--- config.mk ---
export PLATFORM = sky130hd
export DESIGN_NAME = token_bucket_rate_limiter
export DESIGN_NICKNAME = d
export VERILOG_FILES = /design/src/rtl/core/tbrl_pkg.sv /design/src/rtl/core/tbrl_ctrl.sv /design/src/rtl/core/tbrl_dp.sv /design/src/rtl/core/token_bucket_rate_limiter.sv
export VERILOG_INCLUDE_DIRS = /design/src /design/src/rtl/core
export SDC_FILE = /design/constraint.sdc
export NUM_CORES = 2
export LEC_CHECK = 0
export BUFFER_PORTS_ARGS = -buffer_cell sky130_fd_sc_hd__buf_4
export CORE_MARGIN = 1
export CORE_UTILIZATION = 45
export CTS_CLUSTER_SIZE = 28
export DETAILED_ROUTE_END_ITERATION = 10
export PLACE_DENSITY_LB_ADDON = 0.3
export REMOVE_ABC_BUFFERS = 1
export SYNTH_ARGS = -nofsm -noshare
export SYNTH_HDL_FRONTEND = slang
export SYNTH_SLANG_ARGS = --single-unit
--- constraint.sdc ---
create_clock -name clk -period 13.7 [get_ports clk]
set_input_delay 1.37 -clock clk [delete_from_list [all_inputs] [get_ports clk]]
set_output_delay 1.37 -clock clk [all_outputs]
set_load 0.05 [all_outputs]
--- src/rtl/core/token_bucket_rate_limiter_defines.svh ---
// ---------------------------------------------------------------------------
// Token bucket rate limiter: assertion macros
// Shared concurrent assertion forms, clocked on clk and disabled in reset.
// ---------------------------------------------------------------------------
`ifndef TOKEN_BUCKET_RATE_LIMITER_DEFINES_SVH
`define TOKEN_BUCKET_RATE_LIMITER_DEFINES_SVH

// same-cycle implication
`define TBRL_ASSERT_IMP(name, ante, cons) \
  name: assert property (@(posedge clk) disable iff (!rst_n) (ante) |-> (cons)) \
    else $error("tbrl assertion failed");

// next-cycle implication
`define TBRL_ASSERT_NXT(name, ante, cons) \
  name: assert property (@(posedge clk) disable iff (!rst_n) (ante) |=> (cons)) \
    else $error("tbrl assertion failed");

`endif

--- src/rtl/core/tbrl_pkg.sv ---
// ---------------------------------------------------------------------------
// Token bucket rate limiter package
// Field widths, register indexes, request modes, reset values, controller
// states and the command/status bundles between controller and datapath.
// ---------------------------------------------------------------------------
package tbrl_pkg;

  localparam int IO_TIME_W = 48;
  localparam int PERMIT_W  = 32;
  localparam int IV_W      = 32;
  localparam int TALLY_W   = 33;
  localparam int MODE_W    = 2;
  localparam int CFG_IDX_W = 2;
  localparam int CFG_W     = 48;
  localparam int Q_W       = 35;
  localparam int PROD_W    = 2 * IV_W;

  localparam logic [Q_W-1:0] REFILL_CAP = {1'b1, {(Q_W-1){1'b0}}};

  localparam logic [CFG_IDX_W-1:0] REG_INTERVAL    = 2'd0;
  localparam logic [CFG_IDX_W-1:0] REG_MAX_PERMITS = 2'd1;
  localparam logic [CFG_IDX_W-1:0] REG_BURST_US    = 2'd2;
  localparam logic [CFG_IDX_W-1:0] REG_MAX_BURST   = 2'd3;

  localparam logic [MODE_W-1:0] MODE_TRY     = 2'd0;
  localparam logic [MODE_W-1:0] MODE_RESERVE = 2'd1;
  localparam logic [MODE_W-1:0] MODE_BURST   = 2'd2;

  localparam logic [IV_W-1:0]     RST_INTERVAL    = 32'd4096000;
  localparam logic [PERMIT_W-1:0] RST_MAX_PERMITS = 32'd1000;
  localparam logic [CFG_W-1:0]    RST_BURST_US    = 48'd1000000;
  localparam logic [PERMIT_W-1:0] RST_MAX_BURST   = 32'd0;

  typedef enum logic [3:0] {
    S_IDLE,
    S_EVAL,
    S_DIV,
    S_REFILL,
    S_WAIT,
    S_MUL,
    S_DECIDE,
    S_TAKE,
    S_OUT
  } state_t;

  typedef struct packed {
    logic load;
    logic fast;
    logic div_start;
    logic div_step;
    logic refill;
    logic calc_wait;
    logic mul;
    logic decide;
    logic take;
    logic out_load;
  } cmd_t;

  typedef struct packed {
    logic fast_ok;
    logic need_refill;
    logic div_last;
    logic out_free;
  } sts_t;

endpackage

--- src/rtl/core/tbrl_ctrl.sv ---
// ---------------------------------------------------------------------------
// Token bucket rate limiter controller
// Sequences one item through fast check, refill division, wait, debt
// multiply, decision and permit take, then hands the result to the output.
// ---------------------------------------------------------------------------
`include "token_bucket_rate_limiter_defines.svh"

module tbrl_ctrl
  import tbrl_pkg::*;
(
  input  logic clk,
  input  logic rst_n,
  input  logic in_valid,
  output logic in_ready,
  input  sts_t sts,
  output cmd_t cmd
);

  state_t state_r;
  state_t state_nxt;

  always_ff @(posedge clk) begin
    if (!rst_n) begin
      state_r <= S_IDLE;
    end else begin
      state_r <= state_nxt;
    end
  end

  always_comb begin
    state_nxt = state_r;
    cmd       = '0;
    in_ready  = 1'b0;
    unique case (state_r)
      S_IDLE: begin
        in_ready = 1'b1;
        if (in_valid) begin
          cmd.load  = 1'b1;
          state_nxt = S_EVAL;
        end
      end
      S_EVAL: begin
        priority if (sts.fast_ok) begin
          cmd.fast  = 1'b1;
          state_nxt = S_OUT;
        end else if (sts.need_refill) begin
          cmd.div_start = 1'b1;
          state_nxt     = S_DIV;
        end else begin
          state_nxt = S_WAIT;
        end
      end
      S_DIV: begin
        cmd.div_step = 1'b1;
        if (sts.div_last) begin
          state_nxt = S_REFILL;
        end
      end
      S_REFILL: begin
        cmd.refill = 1'b1;
        state_nxt  = S_WAIT;
      end
      S_WAIT: begin
        cmd.calc_wait = 1'b1;
        state_nxt     = S_MUL;
      end
      S_MUL: begin
        cmd.mul   = 1'b1;
        state_nxt = S_DECIDE;
      end
      S_DECIDE: begin
        cmd.decide = 1'b1;
        state_nxt  = S_TAKE;
      end
      S_TAKE: begin
        cmd.take  = 1'b1;
        state_nxt = S_OUT;
      end
      S_OUT: begin
        if (sts.out_free) begin
          cmd.out_load = 1'b1;
          state_nxt    = S_IDLE;
        end
      end
      default: begin
        state_nxt = S_IDLE;
      end
    endcase
  end

  `TBRL_ASSERT_IMP(a_out_load_free, cmd.out_load, sts.out_free)
  `TBRL_ASSERT_NXT(a_accept_eval, in_valid && in_ready, state_r == S_EVAL)

endmodule

--- src/rtl/core/tbrl_dp.sv ---
// ---------------------------------------------------------------------------
// Token bucket rate limiter datapath
// Configuration and bucket state, bit-serial refill divider, debt multiplier,
// burst window accounting and the output register.
// ---------------------------------------------------------------------------
`include "token_bucket_rate_limiter_defines.svh"

module tbrl_dp
  import tbrl_pkg::*;
#(
  parameter int TIME_BITS = 48,
  parameter int FRAC_BITS = 12
) (
  input  logic                 clk,
  input  logic                 rst_n,
  input  logic                 cfg_we,
  input  logic [CFG_IDX_W-1:0] cfg_index,
  input  logic [CFG_W-1:0]     cfg_wdata,
  input  logic [IO_TIME_W-1:0] in_now_us,
  input  logic [PERMIT_W-1:0]  in_required_permits,
  input  logic [MODE_W-1:0]    in_mode,
  input  logic                 out_ready,
  output logic                 out_valid,
  output logic                 out_granted,
  output logic [IO_TIME_W-1:0] out_wait_us,
  input  cmd_t                 cmd,
  output sts_t                 sts
);

  localparam int DIV_W = TIME_BITS + FRAC_BITS;
  localparam int CNT_W = $clog2(DIV_W + 1);
  localparam int SUM_W = ((TIME_BITS > PROD_W) ? TIME_BITS : PROD_W) + 1;
  localparam logic [TIME_BITS-1:0] TIME_MASK = {TIME_BITS{1'b1}};

  // configuration
  logic [IV_W-1:0]     iv_r;
  logic [PERMIT_W-1:0] max_permits_r;
  logic [CFG_W-1:0]    burst_iv_r;
  logic [PERMIT_W-1:0] max_burst_r;

  // bucket state
  logic [PERMIT_W-1:0]  stored_r,   stored_nxt;
  logic [TIME_BITS-1:0] nft_r,      nft_nxt;
  logic [TALLY_W-1:0]   tally_r,    tally_nxt;
  logic [TIME_BITS-1:0] deadline_r, deadline_nxt;

  // current item
  logic [TIME_BITS-1:0] now_r;
  logic [PERMIT_W-1:0]  req_r;
  logic [MODE_W-1:0]    mode_r;

  // divider
  logic [DIV_W-1:0] dvd_r;
  logic [IV_W-1:0]  rem_r;
  logic [Q_W-1:0]   q_r;
  logic [CNT_W-1:0] cnt_r;

  logic [PROD_W-1:0]    prod_r;
  logic [TIME_BITS-1:0] wait_r;
  logic                 take_r;
  logic                 granted_r;

  logic                 out_valid_r;
  logic                 out_granted_r;
  logic [IO_TIME_W-1:0] out_wait_r;

  logic [TIME_BITS-1:0] elapsed;
  logic [IV_W:0]        r_sh;
  logic [IV_W:0]        r_diff;
  logic                 div_ge;
  logic [IV_W-1:0]      rem_step;
  logic [Q_W:0]         q_sh;
  logic [Q_W-1:0]       q_step;
  logic [Q_W-1:0]       q_eff;
  logic [Q_W:0]         refill_sum;
  logic [PERMIT_W-1:0]  refilled;
  logic [TIME_BITS-1:0] wait_calc;
  logic [PERMIT_W-1:0]  deficit;
  logic [PROD_W-1:0]    debt;
  logic [SUM_W-1:0]     nft_sum;
  logic [TIME_BITS-1:0] nft_take;
  logic [SUM_W-1:0]     dl_sum;
  logic [TIME_BITS-1:0] dl_new;
  logic [TALLY_W:0]     tally_sum;
  logic                 burst_ok;
  logic                 wait_zero;
  logic                 burst_window;
  logic                 window_end;
  logic                 dec_take;
  logic                 dec_grant;
  logic                 short_take;

  assign elapsed  = now_r - nft_r;
  assign r_sh     = {rem_r, dvd_r[DIV_W-1]};
  assign r_diff   = r_sh - {1'b0, iv_r};
  assign div_ge   = (r_sh >= {1'b0, iv_r});
  assign rem_step = div_ge ? r_diff[IV_W-1:0] : r_sh[IV_W-1:0];
  assign q_sh     = {q_r, div_ge};
  assign q_step   = (q_sh > {1'b0, REFILL_CAP}) ? REFILL_CAP : q_sh[Q_W-1:0];

  assign q_eff      = (iv_r == '0) ? REFILL_CAP : q_r;
  assign refill_sum = (Q_W+1)'(stored_r) + (Q_W+1)'(q_eff);
  assign refilled   = (refill_sum < (Q_W+1)'(max_permits_r)) ?
                      refill_sum[PERMIT_W-1:0] : max_permits_r;

  assign wait_calc = (nft_r > now_r) ? (nft_r - now_r) : '0;
  assign deficit   = req_r - stored_r;
  assign debt      = prod_r >> FRAC_BITS;
  assign nft_sum   = SUM_W'(nft_r) + SUM_W'(debt);
  assign nft_take  = (nft_sum > SUM_W'(TIME_MASK)) ? TIME_MASK : nft_sum[TIME_BITS-1:0];
  assign dl_sum    = SUM_W'(now_r) + SUM_W'(burst_iv_r);
  assign dl_new    = (dl_sum > SUM_W'(TIME_MASK)) ? TIME_MASK : dl_sum[TIME_BITS-1:0];

  assign tally_sum    = (TALLY_W+1)'(tally_r) + (TALLY_W+1)'(req_r);
  assign burst_ok     = (tally_sum < (TALLY_W+1)'(max_burst_r)) && (nft_r < deadline_r);
  assign wait_zero    = (wait_r == '0);
  assign burst_window = (mode_r == MODE_BURST) && !wait_zero;
  assign window_end   = (now_r >= deadline_r);
  assign short_take   = (req_r > stored_r);

  always_comb begin
    unique case (mode_r)
      MODE_RESERVE: begin
        dec_take  = 1'b1;
        dec_grant = wait_zero;
      end
      MODE_BURST: begin
        dec_take  = wait_zero || burst_ok;
        dec_grant = wait_zero || burst_ok;
      end
      default: begin
        dec_take  = wait_zero;
        dec_grant = wait_zero;
      end
    endcase
  end

  always_comb begin
    stored_nxt   = stored_r;
    nft_nxt      = nft_r;
    tally_nxt    = tally_r;
    deadline_nxt = deadline_r;
    priority if (cmd.fast) begin
      stored_nxt = stored_r - req_r;
    end else if (cmd.refill) begin
      stored_nxt = refilled;
      nft_nxt    = now_r;
    end else if (cmd.take && take_r) begin
      if (short_take) begin
        stored_nxt = '0;
        nft_nxt    = nft_take;
      end else begin
        stored_nxt = stored_r - req_r;
      end
    end
    if (cmd.decide && burst_window) begin
      priority if (window_end) begin
        tally_nxt    = '0;
        deadline_nxt = dl_new;
      end else if (burst_ok) begin
        tally_nxt = tally_sum[TALLY_W-1:0];
      end
    end
  end

  always_ff @(posedge clk) begin
    if (!rst_n) begin
      iv_r          <= RST_INTERVAL;
      max_permits_r <= RST_MAX_PERMITS;
      burst_iv_r    <= RST_BURST_US;
      max_burst_r   <= RST_MAX_BURST;
      stored_r      <= '0;
      nft_r         <= '0;
      tally_r       <= '0;
      deadline_r    <= TIME_BITS'(RST_BURST_US);
      out_valid_r   <= 1'b0;
    end else begin
      if (cfg_we) begin
        unique case (cfg_index)
          REG_INTERVAL:    iv_r          <= cfg_wdata[IV_W-1:0];
          REG_MAX_PERMITS: max_permits_r <= cfg_wdata[PERMIT_W-1:0];
          REG_BURST_US:    burst_iv_r    <= cfg_wdata;
          REG_MAX_BURST:   max_burst_r   <= cfg_wdata[PERMIT_W-1:0];
        endcase
      end
      stored_r   <= stored_nxt;
      nft_r      <= nft_nxt;
      tally_r    <= tally_nxt;
      deadline_r <= deadline_nxt;
      if (cmd.out_load) begin
        out_valid_r <= 1'b1;
      end else if (out_ready) begin
        out_valid_r <= 1'b0;
      end
    end
  end

  always_ff @(posedge clk) begin
    if (cmd.load) begin
      now_r  <= TIME_BITS'(in_now_us);
      req_r  <= in_required_permits;
      mode_r <= in_mode;
    end
    if (cmd.div_start) begin
      dvd_r <= DIV_W'(elapsed) << FRAC_BITS;
      rem_r <= '0;
      q_r   <= '0;
      cnt_r <= CNT_W'(DIV_W);
    end else if (cmd.div_step) begin
      dvd_r <= dvd_r << 1;
      rem_r <= rem_step;
      q_r   <= q_step;
      cnt_r <= cnt_r - CNT_W'(1);
    end
    if (cmd.mul) begin
      prod_r <= PROD_W'(deficit) * PROD_W'(iv_r);
    end
    if (cmd.fast) begin
      granted_r <= 1'b1;
      wait_r    <= '0;
    end else if (cmd.calc_wait) begin
      wait_r <= wait_calc;
    end else if (cmd.decide) begin
      granted_r <= dec_grant;
      take_r    <= dec_take;
    end
    if (cmd.out_load) begin
      out_granted_r <= granted_r;
      out_wait_r    <= IO_TIME_W'(wait_r);
    end
  end

  assign sts.fast_ok     = (stored_r > req_r);
  assign sts.need_refill = (now_r > nft_r);
  assign sts.div_last    = (cnt_r == CNT_W'(1));
  assign sts.out_free    = !out_valid_r || out_ready;

  assign out_valid   = out_valid_r;
  assign out_granted = out_granted_r;
  assign out_wait_us = out_wait_r;

  `TBRL_ASSERT_NXT(a_fast_result, cmd.fast, granted_r && (wait_r == '0))
  `TBRL_ASSERT_NXT(a_refill_cap, cmd.refill, stored_r <= $past(max_permits_r))
  `TBRL_ASSERT_NXT(a_wait_zero, cmd.calc_wait && (now_r >= nft_r), wait_r == '0)

endmodule

--- src/rtl/core/token_bucket_rate_limiter.sv ---
// ---------------------------------------------------------------------------
// Token bucket rate limiter
// Smooth-refill token bucket with try, reserve and burst request modes.
// ---------------------------------------------------------------------------
// One item is in flight at a time. A request served from stored permits
// goes from the evaluate state straight to the output state and into the
// output register, and then the next item is taken. A rate-limited request
// with no time elapsed since the next free time passes through the wait,
// multiply, decide and take states before the output state, and one that
// refills first runs the divider and the refill state. The refill count
// comes from a restoring divider that retires one quotient bit per cycle
// over the elapsed time shifted by FRAC_BITS. A new item is taken while the
// previous result still waits in the output register; a result held there
// blocks the next one from leaving the controller. Configuration writes
// take effect at once and belong in idle time.
module token_bucket_rate_limiter
  import tbrl_pkg::*;
#(
  parameter int TIME_BITS = 48,
  parameter int FRAC_BITS = 12
) (
  input  logic                 clk,
  input  logic                 rst_n,
  input  logic                 cfg_we,
  input  logic [CFG_IDX_W-1:0] cfg_index,
  input  logic [CFG_W-1:0]     cfg_wdata,
  input  logic                 in_valid,
  output logic                 in_ready,
  input  logic [IO_TIME_W-1:0] in_now_us,
  input  logic [PERMIT_W-1:0]  in_required_permits,
  input  logic [MODE_W-1:0]    in_mode,
  output logic                 out_valid,
  input  logic                 out_ready,
  output logic                 out_granted,
  output logic [IO_TIME_W-1:0] out_wait_us
);

  cmd_t cmd;
  sts_t sts;

  tbrl_ctrl u_ctrl (
    .clk      (clk),
    .rst_n    (rst_n),
    .in_valid (in_valid),
    .in_ready (in_ready),
    .sts      (sts),
    .cmd      (cmd)
  );

  tbrl_dp #(
    .TIME_BITS (TIME_BITS),
    .FRAC_BITS (FRAC_BITS)
  ) u_dp (
    .clk                 (clk),
    .rst_n               (rst_n),
    .cfg_we              (cfg_we),
    .cfg_index           (cfg_index),
    .cfg_wdata           (cfg_wdata),
    .in_now_us           (in_now_us),
    .in_required_permits (in_required_permits),
    .in_mode             (in_mode),
    .out_ready           (out_ready),
    .out_valid           (out_valid),
    .out_granted         (out_granted),
    .out_wait_us         (out_wait_us),
    .cmd                 (cmd),
    .sts                 (sts)
  );

endmodule
# After elaboration in Yosys (flattened, before gate mapping)
# Index checks and enable logic that the tools add are counted.
[word_totals] elab_cells=136 in_bits=137 ff_bits=676 output_inout_bits=51
[classes] muxes=43 reduce_logical=28 mul=1 n_addsub=10 n_eq_ne=17 bitwise=2 order_cmp=12
[ops] operator="$mux 48" count=6
[ops] operator="$mux 32" count=6
[ops] operator="$gt 65x48->1 const B" count=2
[ops] operator="$mux 60" count=2
[ops] operator="$gt 48x48->1" count=2
[ops] operator="$sub 32x32->32" count=3
[ops] operator="$sub 48x48->48" count=2
[ops] operator="$mux 35" count=2
[ops] operator="$mux 33" count=2
[ops] operator="$gt 32x32->1" count=2
[ops] operator="$mul 32x32->64" count=1
[ops] operator="$add 48x52->53" count=1
[ops] operator="$add 48x48->49" count=1
[ops] operator="$ge 48x48->1" count=1
[ops] operator="$logic_not 48->1" count=1
[ops] operator="$lt 48x48->1" count=1
[ops] operator="$add 32x35->36" count=1
[ops] operator="$gt 36x35->1 const B" count=1
[ops] operator="$lt 36x32->1" count=1
[ops] operator="$pmux 4 s9" count=1
[ops] operator="$add 33x32->34" count=1
[ops] operator="$lt 34x32->1" count=1
[ops] operator="$ge 33x32->1" count=1
[ops] operator="$logic_not 32->1" count=1
[ops] operator="other kinds (24)" count=70

# Longest topological paths before layout
[logic_depth] word_depth=7 ltp_mapped=41 depth_no_buf=39

# By module
# Synthesis repeated with hierarchy kept, for this count alone.
[hier_totals] cells_unflattened=9174 hier_area_um2=80049.3
[modules_own_cells] module="tbrl_dp" area_each_um2=79686.4 n_inst=1 cells_each=9126 seq_area_each_um2=15534.9
[modules_own_cells] module="tbrl_ctrl" area_each_um2=362.8 n_inst=1 cells_each=48 seq_area_each_um2=80.1

# Worst setup path before layout
# No wires, ideal clock.
[synth_timing] kind="register -> register" startpoint="reg u_dp.req_r[0]" endpoint="reg u_dp.prod_r[55] (data pin)" arrival_ns=9.959 setup_time_ns=0.261 path_stages_with_launch=39 setup_slack_ns=3.480 synth_period_minus_slack_ns=10.220 required_ns=13.439 path_buffers=1 cell_sequence="edfxtp_1 inv_1 ha_1 inv_1 fa_1 a211oi_1 o21ai_1 a31o_2 a21oi_1 o21bai_1 a21o_1 a31oi_1 a21boi_0 or3_1 clkbuf_1 and3_1 fa_1 inv_1 (+3 left out) inv_1 fa_1 fa_1 fa_1 inv_1 fa_1 inv_1 ha_1 nand4_1 or3_1 or2_1 o22ai_1 a211oi_2 o21bai_1 a211oi_2 o2111a_1 or3_1 o311a_1"
[synth_via] elab_chain_cells=2
[synth_lines] element="start: declaration" line_no="tbrl_dp.sv:49" text="logic [PERMIT_W-1:0] req_r;"
[synth_lines] element="start signal: assignment" line_no="tbrl_dp.sv:201" text="req_r <= in_required_permits;"
[synth_lines] element="$sub 32x32->32" line_no="tbrl_dp.sv:107" text="assign deficit = req_r - stored_r;"
[synth_lines] element="$mul 32x32->64" line_no="tbrl_dp.sv:216" text="prod_r <= PROD_W'(deficit) * PROD_W'(iv_r);"
[synth_lines] element="end signal: assignment" line_no="tbrl_dp.sv:216"
[synth_lines] element="end: declaration" line_no="tbrl_dp.sv:58" text="logic [PROD_W-1:0] prod_r;"
# Every way passes these cells.
# A chain may end at the register's enable or synchronous reset.

# Final worst setup path
# Ends and elaborated chain as after synthesis.

==> metrics.md <==
| Metric | Value |
|---|---|
| EDFF count, synth | `between 200 and 250` |
| Clk_lat worst skew | `between 700 and 800 ps` |
| Antenna-violating nets left | `0` |
| Layout area overhead | `7.56%` |
| Yosys top cell area share | `0.220` |
| Yosys Warn Count | `0` |
| Max transition margin | `0.172` |
| Row Count | `between 150 and 200` |
| CTS Root Cell | `clkbuf_16` |
| Via density | `approximately 5.9` |
| Initial core utilization | `0.454` |
| Critical path arrival | `12,670 ps` |
| Min Hold Slack | `432 ps` |
| Setup Viol. Count Final | `0` |
| Total GRT Usage | `0.312` |
| Max-Cap Viols | `0` |
| CP peak stage delay | `about 930 ps` |
| Commonest non-fill, non-tap cell in the layout | `inv_1` |
| Post-CTS setup buffers | `0` |
| Num CTS Buffers | `80` |
| Die height | `between 400 and 500 µm` |
| Total congestion overflow | `0` |
| Post-synth cell types | `around 100` |
| Sequential area share after synthesis | `0.190` |
| Post-CTS Resized | `0` |
| Fin area | `between 80,000 and 90,000 µm²` |
| Final worst path period need | `around 12,000 ps` |
| First-pass GRT wire length | `roughly 440,000 µm` |
| Via count | `a little over 70k` |
| Most frequent cells in the layout | `1,318 x inv_1, 1,202 x nand2_1, 904 x fa_1, 770 x ha_1, 574 x a21oi_1` |
| CP startpoint kind | `register` |
| Worst-margin pin slew | `1240 ps` |
| Synth Area per Inst | `about 8.5 µm²` |
| Placed Area | `~86,000 µm²` |
| Netlist Area Pre-Place | `slightly above 80,000 µm²` |
| Crit-path most repeated cell | `fa_1` |
| FMAX | `81.8 MHz` |
| Die W | `around 430 µm` |
| Clock sink count | `between 600 and 700` |
| CTS Buffer Depth | `3` |
| Prevailing post-synth register cell | `dfxtp_1` |
| Data required, critical path | `roughly 14,000 ps` |
| Critical Path End Type | `register` |
| Vias in the first global route | `roughly 70k` |
| Initial detailed-routing violation count | `6,189` |
| Clock Skew | `around 33 ps` |
| Seq cells post-synth | `between 600 and 700` |
| Placeable Area | `about 180,000 µm²` |
| Largest net degree at the start of global routing | `93` |
| Setup tns final | `0 ps` |
| Cell total after placement | `11.8k` |
| DRC viols | `0` |
| Leading area contributor after synthesis | `fa_1` |
| # IOs | `about 190` |
| WS Path Type | `register to register` |
| Status | `finished clean` |
| I/O Buffers | `about 190` |
| Worst hold path class | `register to register` |
| Dpl hpwl | `around 230,000 µm` |
| CTS Hold Bufs | `0` |
| First-pass DRT Iterations | `8` |
| Post-route insts no fill | `between 10k and 15k` |
| Period utilization | `0.892` |
| CTS tree | `built` |
| Slowest cell on crit path | `a211oi_2` |
| Post-Syn Instances | `roughly 9.7k` |
| Die ar. | `185,000 µm²` |
| RSZ-0062 raised after global routing | `false` |
| Final WL | `around 290,000 µm` |
| Share of synthesized registers carrying an async set or reset | `0` |
| Final Max Slew Viols | `0` |
| Final Wtd Congestion | `1.03` |
| Clock-pin transition on the worst setup and hold timing paths | `roughly 60 ps` |
| Ratio of cells with drive above 1 in the final layout | `0.0588` |
| DR WL/cell | `between 20 and 25 µm` |
| H-Tree Depth | `3` |
| Final Hold Vio Count | `0` |
| Antenna violations before repair | `4` |
| Nets | `between 10k and 15k` |
| Main area contributors after synthesis | `fa_1 22%, ha_1 12%, dfxtp_1 11%, edfxtp_1 8.5%, inv_1 6.0%` |
| Crit path max fanout | `9` |
cell usage after synthesis, types with 69 or more instances:
cell type and number:
a21boi_0 147, a21o_1 262, a21oi_1 574, a31oi_1 77, and2_1 530, and3_1 98
clkbuf_1 473, dfxtp_1 432, edfxtp_1 232, fa_1 904, ha_1 773, inv_1 1319
nand2_1 1203, nand3_1 214, nand4_1 106, nor2_1 340, nor3_1 116, nor4_1 74
o211ai_1 78, o21a_1 69, o21ai_0 471, o21bai_1 82, xnor2_1 224, xor2_1 124
cells by family after synthesis:
family | after synthesis | share of synthesized area
and+or+nand+nor | 2913 | 0.171
adders and majority gates | 1677 | 0.337
muxes | 44 | 0.00538
DFF | 664 | 0.190
xor gates and xnor gates | 348 | 0.0370
buffers and inverters | 1873 | 0.0867
AOI/OAI and AO/OA | 2194 | 0.172
metrics by stage:
| step | util | setup WS (ps) |
|---|---|---|
| final | 0.489 | 1470 |
| after detailed placement | 0.474 | 1690 |
| after floorplan | - | 2360 |
| after global routing | 0.489 | 958 |
| after CTS | 0.489 | 1660 |
| after global placement | 0.474 | 1830 |
layout make-up:
cell class / count / area (µm²)
fillers: 17400 / 92600
well taps: 2370 / 2970
clock inverters: 57 / 623
clock buffers: 93 / 2100
inverters: 1320 / 4950
repair buffers: 308 / 2320
flip-flops and latches: 664 / 15600
diodes: 6 / 15.0
multi-input cells: 7176 / 59900
sequential cells by signal, indices dropped and copies added, names as in the netlist, 33 cells and up:
| register | flops |
|---|---|
| u_dp.deadline_r | 48 |
| u_dp.out_wait_us | 48 |
| u_dp.burst_iv_r | 48 |
| u_dp.q_r | 35 |
| u_dp.now_r | 48 |
| u_dp.tally_r | 33 |
| u_dp.nft_r | 48 |
| u_dp.wait_r | 48 |
| u_dp.dvd_r | 48 |
| u_dp.prod_r | 52 |
routing by layer:
| metal | routed length [µm] | track usage | share of wire | up-vias |
|---|---|---|---|---|
| met3 | 23100 | 0.0459 | 0.080 | 631 |
| met4 | 16500 | 0.156 | 0.057 | 0 |
| met1 | 117000 | 0.403 | 0.40 | 35000 |
| met2 | 133000 | 0.509 | 0.46 | 2965 |
| li1 | - | - | - | 32100 |
| met5 | 0 | 0 | 0 | - |
final timing paths:
check                              start                         end  slack (ps)  depth (start not counted)
max reg2reg      u_dp.req_r[0]$_DFFE_PP_   u_dp.prod_r[55]$_DFFE_PP_        1470                         37
min          u_dp.granted_r$_SDFFE_PP1P_  u_dp.out_granted$_DFFE_PP_         430                          0
min reg2reg  u_dp.granted_r$_SDFFE_PP1P_  u_dp.out_granted$_DFFE_PP_         430                          0
max              u_dp.req_r[0]$_DFFE_PP_   u_dp.prod_r[55]$_DFFE_PP_        1470                         37
critical path, delay by kind of cell (launching register included):
family,cells,cell delay (ps)
flops,1,410
simple gates,6,1370
buf+inv,6,350
fa+ha+maj,11,5100
compound gates,14,4670
Power is not shown: default switching activity piles up to over one toggle a cycle in this logic, so the estimate is an artifact.
